[src/sv/lgfs_pkg.sv]
// Shared constants and types for the LED grayscale frame serializer.
package lgfs_pkg;

  localparam int DRIVER_CHIPS      = 2;
  localparam int CHANNELS_PER_CHIP = 24;
  localparam int GRAY_BITS         = 12;
  localparam int LOAD_SHIFT        = 4;
  localparam int BIT_W             = $clog2(GRAY_BITS);
  localparam int MODE_W            = 2;
  localparam int RX_W              = 8;
  localparam int OFFSET_W          = 6;

  typedef logic [GRAY_BITS-1:0] gray_t;

  typedef enum logic [MODE_W-1:0] {
    MODE_LOAD  = 2'd0,
    MODE_START = 2'd1,
    MODE_TICK  = 2'd2
  } mode_t;

endpackage

[src/sv/lgfs_if.sv]
// Valid/ready channel interfaces for the input items and the result items.
interface lgfs_in_if;
  logic                                 valid;
  logic                                 ready;
  logic [lgfs_pkg::MODE_W-1:0]          mode;
  logic [lgfs_pkg::RX_W-1:0]            rx_byte;
  logic [lgfs_pkg::OFFSET_W-1:0]        start_offset;

  modport source (output valid, mode, rx_byte, start_offset, input ready);
  modport sink   (input valid, mode, rx_byte, start_offset, output ready);
endinterface

interface lgfs_out_if;
  logic valid;
  logic ready;
  logic data_bit;
  logic clock_pulse;
  logic latch_pulse;
  logic frame_ready;
  logic busy_res;

  modport source (output valid, data_bit, clock_pulse, latch_pulse, frame_ready, busy_res,
                  input ready);
  modport sink   (input valid, data_bit, clock_pulse, latch_pulse, frame_ready, busy_res,
                  output ready);
endinterface

[src/sv/lgfs_ram.sv]
// Generic single-write, single-read RAM with registered read data.
module lgfs_ram #(
  parameter int WIDTH = lgfs_pkg::GRAY_BITS,
  parameter int DEPTH = lgfs_pkg::DRIVER_CHIPS * lgfs_pkg::CHANNELS_PER_CHIP
) (
  input  logic                     clk,
  input  logic                     wr_en,
  input  logic [$clog2(DEPTH)-1:0] wr_addr,
  input  logic [WIDTH-1:0]         wr_data,
  input  logic                     rd_en,
  input  logic [$clog2(DEPTH)-1:0] rd_addr,
  output logic [WIDTH-1:0]         rd_data
);

  logic [WIDTH-1:0] mem [DEPTH];
  logic [WIDTH-1:0] rd_data_r;

  always_ff @(posedge clk) begin
    if (wr_en) begin
      mem[wr_addr] <= wr_data;
    end
    if (rd_en) begin
      rd_data_r <= mem[rd_addr];
    end
  end

  assign rd_data = rd_data_r;

endmodule

[src/sv/led_grayscale_frame_serializer.sv]
// Top level: channel store, frame sequencing and serial bit output.
//
// One beat is accepted every cycle while the output side keeps up; an output
// stall holds the input. The accept edge updates the counters and issues the
// channel store read, and as s1 advances the bit is picked out of the
// registered read data into the output register. The store is a RAM of
// DRIVER_CHIPS*24 twelve-bit entries with one write and one read port; a
// per-entry valid flag cleared at reset makes unwritten entries read as zero,
// so the block takes beats right out of reset. A load writes the byte times 16
// at the running write index and flags frame_ready when the index wraps; a
// start beat (ignored while a frame is out) latches the rotation offset; each
// tick beat sends one bit MSB first with a clock pulse, and the last bit of
// the frame carries the latch pulse.
module led_grayscale_frame_serializer #(
  parameter int DRIVER_CHIPS = lgfs_pkg::DRIVER_CHIPS
) (
  input  logic        clk,
  input  logic        rst_n,
  lgfs_in_if.sink     in_ch,
  lgfs_out_if.source  out_ch
);

  localparam int TOTAL_CH = DRIVER_CHIPS * lgfs_pkg::CHANNELS_PER_CHIP;
  localparam int CH_W     = $clog2(TOTAL_CH);
  localparam int CALC_W   = CH_W + 2;
  localparam int BIT_W    = lgfs_pkg::BIT_W;

  localparam logic [CH_W-1:0]   LAST_CH  = CH_W'(TOTAL_CH - 1);
  localparam logic [BIT_W-1:0]  LAST_BIT = BIT_W'(lgfs_pkg::GRAY_BITS - 1);
  localparam logic [CALC_W-1:0] TOT_CALC = CALC_W'(TOTAL_CH);
  localparam logic [CH_W:0]     TOT_SUM  = (CH_W+1)'(TOTAL_CH);

  typedef struct packed {
    logic             tick;
    logic             entry_ok;
    logic [BIT_W-1:0] bit_sel;
    logic             clock_pulse;
    logic             latch_pulse;
    logic             frame_ready;
    logic             busy;
  } s1_t;

  // frame state
  logic [CH_W-1:0]     wr_idx_r, wr_idx_nxt;
  logic                sending_r, sending_nxt;
  logic [CH_W-1:0]     chan_cnt_r, chan_cnt_nxt;
  logic [BIT_W-1:0]    bit_cnt_r, bit_cnt_nxt;
  logic [CH_W-1:0]     offset_r, offset_nxt;
  logic [TOTAL_CH-1:0] filled_r, filled_nxt;

  // pipeline
  s1_t  s1_r, s1_nxt;
  logic s1_valid_r;
  logic out_valid_r;
  logic out_data_r, out_clk_r, out_latch_r, out_ready_r, out_busy_r;

  logic in_fire;
  logic s1_adv;

  // store ports
  logic                      ram_we;
  logic                      ram_re;
  logic [CH_W-1:0]           rd_addr;
  logic [lgfs_pkg::GRAY_BITS-1:0] rd_data;
  lgfs_pkg::gray_t           wr_data;

  // offset reduction and rotated channel
  logic [CALC_W-1:0] offs0, offs1, offs2;
  logic [CH_W:0]     ch_sum, ch_rot;
  logic [BIT_W-1:0]  bit_idx;

  assign s1_adv      = s1_valid_r && (!out_valid_r || out_ch.ready);
  assign in_ch.ready = !s1_valid_r || s1_adv;
  assign in_fire     = in_ch.valid && in_ch.ready;

  // offset is below 64 and the channel count at least 24: two subtracts suffice
  assign offs0 = CALC_W'(in_ch.start_offset);
  assign offs1 = (offs0 >= TOT_CALC) ? offs0 - TOT_CALC : offs0;
  assign offs2 = (offs1 >= TOT_CALC) ? offs1 - TOT_CALC : offs1;

  assign ch_sum  = {1'b0, chan_cnt_r} + {1'b0, offset_r};
  assign ch_rot  = (ch_sum >= TOT_SUM) ? ch_sum - TOT_SUM : ch_sum;
  assign rd_addr = ch_rot[CH_W-1:0];

  assign wr_data = lgfs_pkg::gray_t'(in_ch.rx_byte) << lgfs_pkg::LOAD_SHIFT;

  always_comb begin
    wr_idx_nxt   = wr_idx_r;
    sending_nxt  = sending_r;
    chan_cnt_nxt = chan_cnt_r;
    bit_cnt_nxt  = bit_cnt_r;
    offset_nxt   = offset_r;
    filled_nxt   = filled_r;
    ram_we       = 1'b0;
    ram_re       = 1'b0;
    s1_nxt       = '0;
    unique case (lgfs_pkg::mode_t'(in_ch.mode))
      lgfs_pkg::MODE_LOAD: begin
        ram_we = in_fire;
        filled_nxt[wr_idx_r] = 1'b1;
        if (wr_idx_r == LAST_CH) begin
          wr_idx_nxt         = '0;
          s1_nxt.frame_ready = 1'b1;
        end else begin
          wr_idx_nxt = wr_idx_r + 1'b1;
        end
      end
      lgfs_pkg::MODE_START: begin
        if (!sending_r) begin
          sending_nxt  = 1'b1;
          chan_cnt_nxt = '0;
          bit_cnt_nxt  = '0;
          offset_nxt   = offs2[CH_W-1:0];
        end
      end
      lgfs_pkg::MODE_TICK: begin
        if (sending_r) begin
          ram_re             = in_fire;
          s1_nxt.tick        = 1'b1;
          s1_nxt.entry_ok    = filled_r[rd_addr];
          s1_nxt.bit_sel     = bit_cnt_r;
          s1_nxt.clock_pulse = 1'b1;
          if (bit_cnt_r == LAST_BIT) begin
            bit_cnt_nxt = '0;
            if (chan_cnt_r == LAST_CH) begin
              chan_cnt_nxt       = '0;
              sending_nxt        = 1'b0;
              s1_nxt.latch_pulse = 1'b1;
            end else begin
              chan_cnt_nxt = chan_cnt_r + 1'b1;
            end
          end else begin
            bit_cnt_nxt = bit_cnt_r + 1'b1;
          end
        end
      end
      default: begin
      end
    endcase
    s1_nxt.busy = sending_nxt;
  end

  always_ff @(posedge clk) begin
    if (!rst_n) begin
      wr_idx_r   <= '0;
      sending_r  <= 1'b0;
      chan_cnt_r <= '0;
      bit_cnt_r  <= '0;
      offset_r   <= '0;
      filled_r   <= '0;
    end else if (in_fire) begin
      wr_idx_r   <= wr_idx_nxt;
      sending_r  <= sending_nxt;
      chan_cnt_r <= chan_cnt_nxt;
      bit_cnt_r  <= bit_cnt_nxt;
      offset_r   <= offset_nxt;
      filled_r   <= filled_nxt;
    end
  end

  always_ff @(posedge clk) begin
    if (!rst_n) begin
      s1_valid_r  <= 1'b0;
      out_valid_r <= 1'b0;
    end else begin
      if (in_fire) begin
        s1_valid_r <= 1'b1;
      end else if (s1_adv) begin
        s1_valid_r <= 1'b0;
      end
      if (s1_adv) begin
        out_valid_r <= 1'b1;
      end else if (out_ch.ready) begin
        out_valid_r <= 1'b0;
      end
    end
  end

  assign bit_idx = LAST_BIT - s1_r.bit_sel;

  always_ff @(posedge clk) begin
    if (in_fire) begin
      s1_r <= s1_nxt;
    end
    if (s1_adv) begin
      // read data stays put until the next tick read, which only issues as s1 moves on
      out_data_r  <= s1_r.tick && s1_r.entry_ok && rd_data[bit_idx];
      out_clk_r   <= s1_r.clock_pulse;
      out_latch_r <= s1_r.latch_pulse;
      out_ready_r <= s1_r.frame_ready;
      out_busy_r  <= s1_r.busy;
    end
  end

  lgfs_ram #(
    .WIDTH (lgfs_pkg::GRAY_BITS),
    .DEPTH (TOTAL_CH)
  ) u_store (
    .clk     (clk),
    .wr_en   (ram_we),
    .wr_addr (wr_idx_r),
    .wr_data (wr_data),
    .rd_en   (ram_re),
    .rd_addr (rd_addr),
    .rd_data (rd_data)
  );

  assign out_ch.valid       = out_valid_r;
  assign out_ch.data_bit    = out_data_r;
  assign out_ch.clock_pulse = out_clk_r;
  assign out_ch.latch_pulse = out_latch_r;
  assign out_ch.frame_ready = out_ready_r;
  assign out_ch.busy_res    = out_busy_r;

endmodule

[src/flat_wrapper.sv]
// flat-port wrapper written by rule: the top's interface ports become plain ports
module led_grayscale_frame_serializer_flat 
#(
  parameter int DRIVER_CHIPS = lgfs_pkg::DRIVER_CHIPS
)
  (clk, rst_n, in_ch_valid, in_ch_mode, in_ch_rx_byte, in_ch_start_offset, in_ch_ready, out_ch_valid, out_ch_data_bit, out_ch_clock_pulse, out_ch_latch_pulse, out_ch_frame_ready, out_ch_busy_res, out_ch_ready);
  lgfs_in_if in_ch_i ();
  lgfs_out_if out_ch_i ();
  input  logic clk;
  input  logic rst_n;
  input wire logic [$bits(in_ch_i.valid)-1:0] in_ch_valid;
  input wire logic [$bits(in_ch_i.mode)-1:0] in_ch_mode;
  input wire logic [$bits(in_ch_i.rx_byte)-1:0] in_ch_rx_byte;
  input wire logic [$bits(in_ch_i.start_offset)-1:0] in_ch_start_offset;
  output wire logic [$bits(in_ch_i.ready)-1:0] in_ch_ready;
  output wire logic [$bits(out_ch_i.valid)-1:0] out_ch_valid;
  output wire logic [$bits(out_ch_i.data_bit)-1:0] out_ch_data_bit;
  output wire logic [$bits(out_ch_i.clock_pulse)-1:0] out_ch_clock_pulse;
  output wire logic [$bits(out_ch_i.latch_pulse)-1:0] out_ch_latch_pulse;
  output wire logic [$bits(out_ch_i.frame_ready)-1:0] out_ch_frame_ready;
  output wire logic [$bits(out_ch_i.busy_res)-1:0] out_ch_busy_res;
  input wire logic [$bits(out_ch_i.ready)-1:0] out_ch_ready;
  assign in_ch_i.valid = in_ch_valid;
  assign in_ch_i.mode = in_ch_mode;
  assign in_ch_i.rx_byte = in_ch_rx_byte;
  assign in_ch_i.start_offset = in_ch_start_offset;
  assign in_ch_ready = in_ch_i.ready;
  assign out_ch_valid = out_ch_i.valid;
  assign out_ch_data_bit = out_ch_i.data_bit;
  assign out_ch_clock_pulse = out_ch_i.clock_pulse;
  assign out_ch_latch_pulse = out_ch_i.latch_pulse;
  assign out_ch_frame_ready = out_ch_i.frame_ready;
  assign out_ch_busy_res = out_ch_i.busy_res;
  assign out_ch_i.ready = out_ch_ready;
  led_grayscale_frame_serializer #(.DRIVER_CHIPS(DRIVER_CHIPS)) u_core (.clk(clk), .rst_n(rst_n), .in_ch(in_ch_i), .out_ch(out_ch_i));
endmodule
[config.mk]
export PLATFORM = sky130hd
export DESIGN_NAME = led_grayscale_frame_serializer_flat
export DESIGN_NICKNAME = d
export VERILOG_FILES = /design/src/sv/lgfs_pkg.sv /design/src/sv/lgfs_if.sv /design/src/sv/lgfs_ram.sv /design/src/sv/led_grayscale_frame_serializer.sv /design/src/flat_wrapper.sv
export SDC_FILE = /design/constraint.sdc
export NUM_CORES = 1
export LEC_CHECK = 0
export ABC_CLOCK_PERIOD_IN_PS = 4300
export BUFFER_PORTS_ARGS = -buffer_cell sky130_fd_sc_hd__clkbuf_2
export CAP_MARGIN = 10
export CELL_PAD_IN_SITES_DETAIL_PLACEMENT = 2
export CELL_PAD_IN_SITES_GLOBAL_PLACEMENT = 2
export CORE_AREA = 2 2 254 256
export CTS_CLUSTER_DIAMETER = 80
export DETAILED_ROUTE_END_ITERATION = 12
export DIE_AREA = 0 0 256 258
export PLACE_DENSITY_LB_ADDON = 0.3
export RECOVER_POWER = 50
export SLEW_MARGIN = 20
export SYNTH_ARGS = -nofsm -noshare
export SYNTH_HDL_FRONTEND = slang
export SYNTH_SLANG_ARGS = --single-unit
[constraint.sdc]
create_clock -name clk -period 4.3 [get_ports clk]
set_clock_uncertainty 0.2 [all_clocks]
set_input_delay 0.215 -clock clk [delete_from_list [all_inputs] [get_ports clk]]
set_output_delay 0.215 -clock clk [all_outputs]
set_load 0.1 [all_outputs]
* Word level (Yosys, flattened, before mapping)
Memories as Yosys holds them, arrays and structs flattened. A register that Yosys moved wholly into a read port is not among the register bits.
Index checks and enable logic that the tools add are counted.
** Storage, ports and cells
- Memory bits (writable) :: 384
- Bits in registers :: 100
- Memories :: 1
** Memories
- u_core.u_store.mem :: words 48, width 8, read ports 1, clocked after Yosys merged registers in 1, write ports 1, RTL line lgfs_ram.sv:15 : logic [WIDTH-1:0] mem [DEPTH];
** Cells by class
- Reductions and logical operators :: 19
- Muxes and demuxes :: 36
- Order comparisons :: 7
- Bitwise gates (word level) :: 2
- $add $sub $neg :: 8
- Equal/unequal tests :: 8
** Operator list (count)
- $or A48 B48 Y48 :: 1
- $mux W6 :: 7
- $mux W1 :: 18
- $mux W8 :: 2
- $lt A6 B7 Y1 const B :: 2
- $add A6 B1 Y6 const B :: 2
- $eq A6 B6 Y1 const B :: 2
- $mux W4 :: 3
- $pmux W6 S2 :: 1
- $sub A6 B6 Y6 const B :: 2
- $ge A8 B6 Y1 const B :: 1
- $pmux W4 S2 :: 1
- $add A6 B6 Y7 :: 1
- $ge A7 B6 Y1 const B :: 1
- $sub A6 B6 Y7 const B :: 1
- $bmux W1 S6 :: 1
- $demux W1 S6 :: 1
- $ge A6 B1 Y1 const B :: 1
- $ge A6 B6 Y1 const B :: 1
- $reduce_and A3 Y1 :: 2
- $reduce_bool A2 Y1 :: 3
- $logic_and A1 B1 Y1 :: 5
- $lt A4 B5 Y1 const B :: 1
- $reduce_and A5 Y1 :: 1
- 15 further kinds :: 19

* Longest topological paths before layout
- Word-level depth :: 8
- Depth in mapped cells :: 13

* Modules after synthesis
Synthesis repeated with hierarchy kept, for this count alone.
** Unflattened totals
- Cells, all modules :: 1544
- Area, all modules :: 27233.6 µm²
** Modules (own cells, without submodules)
- lgfs_ram :: sequential area each 17656.9 µm², area an instance 23009.6 µm², times used 1, cells each 1145
- led_grayscale_frame_serializer :: sequential area each 1881.8 µm², area an instance 4224.1 µm², times used 1, cells each 399

* Worst setup path before layout
Ideal clock, no wire load.
- Kind :: register to register
- Start point :: register u_core.out_valid_r, in the netlist u_core.out_ch.valid
- End point :: memory u_core.u_store.mem[14][0] in the netlist's numbering (enable)
- Slack :: 0.422 ns
- Stages on the path, launching flop included :: 8
- Arrival time :: 3.304 ns
- Library setup time :: 0.374 ns
- Buffers on the path :: 1
- Path through :: dfxtp_1 nand3b_1 and2_1 clkbuf_1 nand2_1 nor2_1 nand3_1 nor2_1
** Between the ends
- Longest elaborated chain between the ends :: 8
** Ends and longest elaborated chain
- from (decl) :: RTL line led_grayscale_frame_serializer.sv:54 : logic out_valid_r;
- from (signal assigned) :: RTL line led_grayscale_frame_serializer.sv:164 : out_valid_r <= 1'b0;
- from (signal assigned) :: RTL line led_grayscale_frame_serializer.sv:172 : out_valid_r <= 1'b1;
- from (signal assigned) :: RTL line led_grayscale_frame_serializer.sv:174 : out_valid_r <= 1'b0;
- $logic_not A1 Y1 :: RTL line led_grayscale_frame_serializer.sv:72 : assign s1_adv = s1_valid_r && (!out_valid_r || out_ch.ready);
- $logic_or A1 B1 Y1 :: RTL line led_grayscale_frame_serializer.sv:72
- $logic_and A1 B1 Y1 :: RTL line led_grayscale_frame_serializer.sv:72
- $logic_or A1 B1 Y1 :: RTL line led_grayscale_frame_serializer.sv:73 : assign in_ch.ready = !s1_valid_r || s1_adv;
- named net in_ch_ready :: RTL line flat_wrapper.sv:15 : output wire logic [$bits(in_ch_i.ready)-1:0] in_ch_ready;
- $logic_and A1 B1 Y1 :: RTL line led_grayscale_frame_serializer.sv:74 : assign in_fire = in_ch.valid && in_ch.ready;
- named net u_core.in_fire :: RTL line led_grayscale_frame_serializer.sv:57 : logic in_fire;
- $mux W1 :: RTL line led_grayscale_frame_serializer.sv:97 : unique case (lgfs_pkg::mode_t'(in_ch.mode))
- $mux W1 :: RTL line lgfs_ram.sv:19 : if (wr_en) begin
- $mux W1 (not written as such) :: RTL line lgfs_ram.sv:20 : mem[wr_addr] <= wr_data;
- to (decl) :: RTL line lgfs_ram.sv:15
The timed path passes the listed nets, and every way through them passes these cells.

* Worst setup path after layout
- Start point :: register u_core.chan_cnt_r[0]
- End point :: register u_core.u_store.rd_data_r[7], in the netlist u_core.u_store.rd_data[7] (read register of u_core.u_store.mem), data pin
** Between the ends
- Longest elaborated chain between the ends :: 3
- Elaborated cells on any way between the ends :: 4
** Ends and longest elaborated chain
- from (decl) :: RTL line led_grayscale_frame_serializer.sv:46 : logic [CH_W-1:0] chan_cnt_r, chan_cnt_nxt;
- from (signal assigned) :: RTL line led_grayscale_frame_serializer.sv:154 : chan_cnt_r <= chan_cnt_nxt;
- $add A6 B6 Y7 * :: RTL line led_grayscale_frame_serializer.sv:81 : assign ch_sum = {1'b0, chan_cnt_r} + {1'b0, offset_r};
- $sub A6 B6 Y6 / $ge A7 B6 Y1 (equally long branches) :: RTL line led_grayscale_frame_serializer.sv:82 : assign ch_rot = (ch_sum >= TOT_SUM) ? ch_sum - TOT_SUM : ch_sum;
- $mux W6 * :: RTL line led_grayscale_frame_serializer.sv:82
- to (decl) :: RTL line lgfs_ram.sv:16 : logic [WIDTH-1:0] rd_data_r;
Mark *: on every way between the ends. The rest lies on a longest branch, timed or not.
A chain may end at the register's enable or synchronous reset.

==> results by stage <==
Worst setup path:
- Data on the critical path is required at its endpoint by 4.44 ns.
- The startpoint identified for the worst register-to-register timing path is u_core.chan_cnt_r[0]$_SDFFE_PN0P_.
- In this run the critical register-to-register path is captured at u_core.u_store.rd_data[7]$_DFFE_PP_.
- The element type at the critical path start is a register.
- The launching instance or port of the critical path is u_core.chan_cnt_r[0]$_SDFFE_PN0P_.
- The endpoint class of the critical path is a register.
- The depth of the worst register-to-register path is 11.
- By startpoint and endpoint, the worst setup path is classified as reg -> reg.
- The setup slack of the most critical reg-to-reg path is 0.45 ns.
- The arrival time of the worst setup path is 3.99 ns.
- In this run the worst path has a maximum fanout of 10.

Place:
- Prior to clock tree synthesis, the placed netlist has a worst setup slack of 0.469 ns.
- After detailed placement, the total cell area comes to 20200 um2.
- The HPWL after detailed placement is 28800 um.
- The total of buffers placed on input and output ports is 26.
- The placer congestion estimate is 0.728.

Timing:
- The least setup slack across all paths after layout is 0.449 ns.
- The number of slew-limit violations in the final report is 381.
- The highest clock rate is 260 MHz.
- The shortest clock period the worst path allows after layout is 3.85 ns.
- The count of endpoints failing hold in the final timing report is 0.
- In the final timing run, aggregate negative setup slack is 0 ns.
- Setup repair after global routing left no endpoint under its margin.
- The total of endpoints with negative setup slack in the final report is 0.
- The final worst hold slack is 0.0627 ns.
- For the pin with the worst max-slew slack, the measured transition is 2.51 ns.
- Measured against its own limit, the worst slew margin works out to -0.675.
- The post-route fraction of the period consumed by the critical path is 0.896.

Pwr:
- Cell internal power was estimated by the tool at 0.00800 W.
- The relative contribution of sequential cells to total power is 0.500.
- Summed over all nets, the switching power comes to 0.00212 W.
- Across the VDD grid, the largest voltage drop is 0.000237 V.
- The total power per unit cell area is 459 nW/um2.
- The analysis attributes to cell leakage a power of 6.94 nW.
- Of the total power, combinational logic draws 0.039.
- Of the total power, the share spent switching nets is 0.210.
- The share of total power dissipated in the clock network is 0.460.

Clocking:
- TritonCTS built the clock tree.
- The tree built by TritonCTS fans out to 479 sinks.
- The root cell of the clock tree is sky130_fd_sc_hd__clkbuf_16.
- The post-CTS resize count is 0.
- Clock latency on the worst-skew pair, taken at its later pin, is 0.60 ns.
- The maximum level of the CTS H-tree is 2.
- The number of CTS-inserted buffers is 54.
- The clock input transition at the sequential cells of the worst setup and hold paths is 0.06 ns.
- The number of buffers on the longest clock path is 3.

Synth:
- The share of the synthesized area in the top cell type is 0.647.
- The number of nets produced by synthesis is 1008.
- The count of different cell masters after synthesis is 47.
- The synthesized area is 18800 um2.
- The main combinational cell family by area after synthesis is multiplexers.
- The mean instance size in the synthesized netlist is 19.3 um2.
- Sorting the synthesized cells by area gives the leading types as sky130_fd_sc_hd__edfxtp_1 (65%), sky130_fd_sc_hd__mux4_2 (16%), sky130_fd_sc_hd__dfxtp_1 (7.8%).
- Of all flip-flops after synthesis, the portion carrying an async set or reset was 0.
- Synthesis produced 974 cells.
- By instance count, the leading cell after synthesis is sky130_fd_sc_hd__edfxtp_1.
- Of the total synthesized cell area, the portion taken by full adders, half adders and majority gates is 0.00970.
- The number of enable-type register cells in the synthesized netlist is 406.
- Of the synthesized area, sequential elements account for 0.725.
- The compound-gate portion of the synthesized area is 0.0346.
- During synthesis, Yosys emitted a total of 0 warnings.
- The biggest area consumer among synthesized cells is sky130_fd_sc_hd__edfxtp_1.
- After synthesis, the most frequently instantiated cells are sky130_fd_sc_hd__edfxtp_1 (406), sky130_fd_sc_hd__mux4_2 (136), sky130_fd_sc_hd__nor2_1 (84).
- Of the total synthesized cell area, the portion taken by AND, OR, NAND and NOR gates is 0.0404.
- Counting flops and latches in the post-synthesis netlist gives 479.
- The portion of netlist area occupied by mux cells is 0.172.
- Among all flip-flop cells after synthesis, the most frequent one is sky130_fd_sc_hd__edfxtp_1.
- Of the total synthesized cell area, the portion taken by XOR and XNOR cells is 0.00372.

Global route:
- Summed over all layers, the global routing overflow is 0.
- For this run, the total global-route usage over all layers was measured as 0.141.
- The number of global-route vias before repair was 10.2k.
- The first global-routing pass estimated 69400 um of wire.
- The number of antenna violations at the first check in global routing was 0.
- Entering global routing, the biggest net connects 56 pins.

Route:
- In the final routed layout, each cell accounts on average for 23.6 um.
- The number of DRC markers after the initial detailed-route iteration is 634.
- The via-per-instance ratio is 4.73.
- The total via count in the routed design is 9256.
- The number of antenna-violating nets in the routed design is 0.
- The first detailed-routing pass took 4 iterations.
- The total length of routed wires is 46100 um.
- The post-detailed-route DRC marker count is 0.

Floorplan:
- The area of the core region is 63600 um2.
- The floorplan step set the die height to 258 um.
- The total die area is 66000 um2.
- The floorplan has 93 rows.
- In this run the count of I/O pins placed on the die edge is 27.
- The chip width is 256 um.
- The effective utilization at floorplan is 0.296.

Layout:
- The final layout net count is 1089.
- Relative to the synthesized area, the layout overhead comes to 17.1%.
- Measured on the finished design, the core utilization comes to 0.347.
- The filler cells instantiated in the layout total 6247.
- The number of antenna diodes in the final layout is 0.
- The final cell area excluding filler cells is 22100 um2.
- The fraction of layout cells with a size suffix above 1 is 0.250.

Worst hold path:
- The worst hold path was traced through 4 stages.
- The min-delay analysis places its worst path in the category in -> reg.
- The destination of the worst hold path is u_core.s1_r[0]$_DFFE_PP_.
- The startpoint of the worst hold path is in_ch_mode[0].

Run status:
- The final reports fail on max-capacitance violations, max-slew violations.
- The run finished, with violations left.

Job:
- Across the run, the number of max-cap violations was 8.
## worst max-delay path: stages (launching register included)
cell and delay (ns):
sky130_fd_sc_hd__dfxtp_1 0.38, sky130_fd_sc_hd__ha_4 0.19, sky130_fd_sc_hd__fa_4 0.46, sky130_fd_sc_hd__a21o_1 0.18, sky130_fd_sc_hd__a211oi_1 0.24, sky130_fd_sc_hd__nor2_1 0.13
sky130_fd_sc_hd__ha_1 0.21, sky130_fd_sc_hd__and3_1 0.17, sky130_fd_sc_hd__a2111o_1 0.46, sky130_fd_sc_hd__a21oi_2 0.58, sky130_fd_sc_hd__mux2i_1 0.29, sky130_fd_sc_hd__o21ai_1 0.09
## state kept, by name (all words and copies together), names as in the netlist, 4 cells and up
signal and flops:
u_core.u_store.mem 384, u_core.filled_r 48, u_core.s1_r 9, u_core.u_store.rd_data 8, u_core.chan_cnt_r 6, u_core.offset_r 6
u_core.wr_idx_r 6, u_core.bit_cnt_r 4
## cells in the final DEF (no fill, tap or decap), types with 2 or more instances in the layout
master / count
sky130_fd_sc_hd__a31oi_1: 2
sky130_fd_sc_hd__dlygate4sd3_1: 13
sky130_fd_sc_hd__clkbuf_1: 35
sky130_fd_sc_hd__clkbuf_2: 9
sky130_fd_sc_hd__edfxtp_1: 406
sky130_fd_sc_hd__nor3_1: 3
sky130_fd_sc_hd__nand2b_1: 2
sky130_fd_sc_hd__mux4_2: 136
sky130_fd_sc_hd__buf_4: 29
sky130_fd_sc_hd__xnor2_1: 2
sky130_fd_sc_hd__clkinv_2: 13
sky130_fd_sc_hd__o21ai_0: 9
sky130_fd_sc_hd__a21oi_1: 16
sky130_fd_sc_hd__bufinv_16: 6
sky130_fd_sc_hd__xor2_1: 4
sky130_fd_sc_hd__and3_1: 8
sky130_fd_sc_hd__nand4_1: 6
sky130_fd_sc_hd__nor3b_1: 6
sky130_fd_sc_hd__o21ai_1: 9
sky130_fd_sc_hd__nor2b_1: 7
sky130_fd_sc_hd__buf_12: 5
sky130_fd_sc_hd__nor2_1: 83
sky130_fd_sc_hd__nand4b_1: 2
sky130_fd_sc_hd__or3_1: 2
sky130_fd_sc_hd__nand3_1: 8
sky130_fd_sc_hd__clkbuf_16: 55
sky130_fd_sc_hd__nand3b_1: 3
sky130_fd_sc_hd__nor2_2: 2
sky130_fd_sc_hd__clkbuf_8: 5
sky130_fd_sc_hd__xnor2_2: 2
sky130_fd_sc_hd__dfxtp_1: 73
sky130_fd_sc_hd__clkinvlp_4: 2
sky130_fd_sc_hd__inv_1: 9
sky130_fd_sc_hd__a211oi_1: 2
sky130_fd_sc_hd__ha_1: 12
sky130_fd_sc_hd__nand2_1: 28
sky130_fd_sc_hd__mux2i_1: 18
sky130_fd_sc_hd__o21a_1: 47
## worst max-delay path by stage
stage	to
after global routing	u_core.u_store.rd_data[7]$_DFFE_PP_
after CTS	u_core.u_store.rd_data[7]$_DFFE_PP_
after global placement	u_core.u_store.rd_data[9]$_DFFE_PP_
after detailed placement	u_core.u_store.rd_data[7]$_DFFE_PP_
after floorplan	u_core.u_store.mem[14][0]$_DFFE_PP_
final	u_core.u_store.rd_data[7]$_DFFE_PP_
## cells by family after synthesis
logic type,Yosys count
adders and majority gates,14
DFF,479
muxes,154
and+or+nand+nor,165
AOI/OAI and AO/OA,95
xor gates and xnor gates,8
buffers and inverters,59
## power groups by stage
stage	logic, W	registers (W)	clock network (W)
after global placement	0.000392	0.00516	0
after detailed placement	0.000404	0.00516	0
after global routing	0.000432	0.00507	0.00497
after floorplan	0.000218	0.00517	0
after CTS	0.000414	0.00506	0.00480
final	0.000398	0.00507	0.00466
## layer usage
layer,GRT usage,share of wire
met5,0,0
met2,0.231,0.48
met1,0.194,0.47
met4,0.0343,0.019
met3,0.0255,0.028
## cell type report
type                            instances  area (um2)  share of cell area
Clock inverter                         25         288              0.0130
Inverter                                9        33.8             0.00153
Sequential cell                       479       13700               0.619
Clock buffer                           76        1510              0.0682
Tap cell                              855        1070              0.0485
Timing Repair Buffer                   75         564              0.0256
Multi-Input combinational cell        436        4950               0.224
## what timing repair did
action                    4_1_cts  5_1_grt
buffers inserted                0        0
hold buffers                   12        1
hold endpoints to repair        9       11
## metrics by stage
| step | instances | power, W |
|---|---|---|
| after floorplan | 974 | 0.00539 |
| after global placement | 1840 | 0.00555 |
| after detailed placement | 1840 | 0.00557 |
| after CTS | 1953 | 0.0103 |
| after global routing | 1955 | 0.0105 |
| final | 1955 | 0.0101 |
No activity file was read; power rests on OpenSTA's default activity.
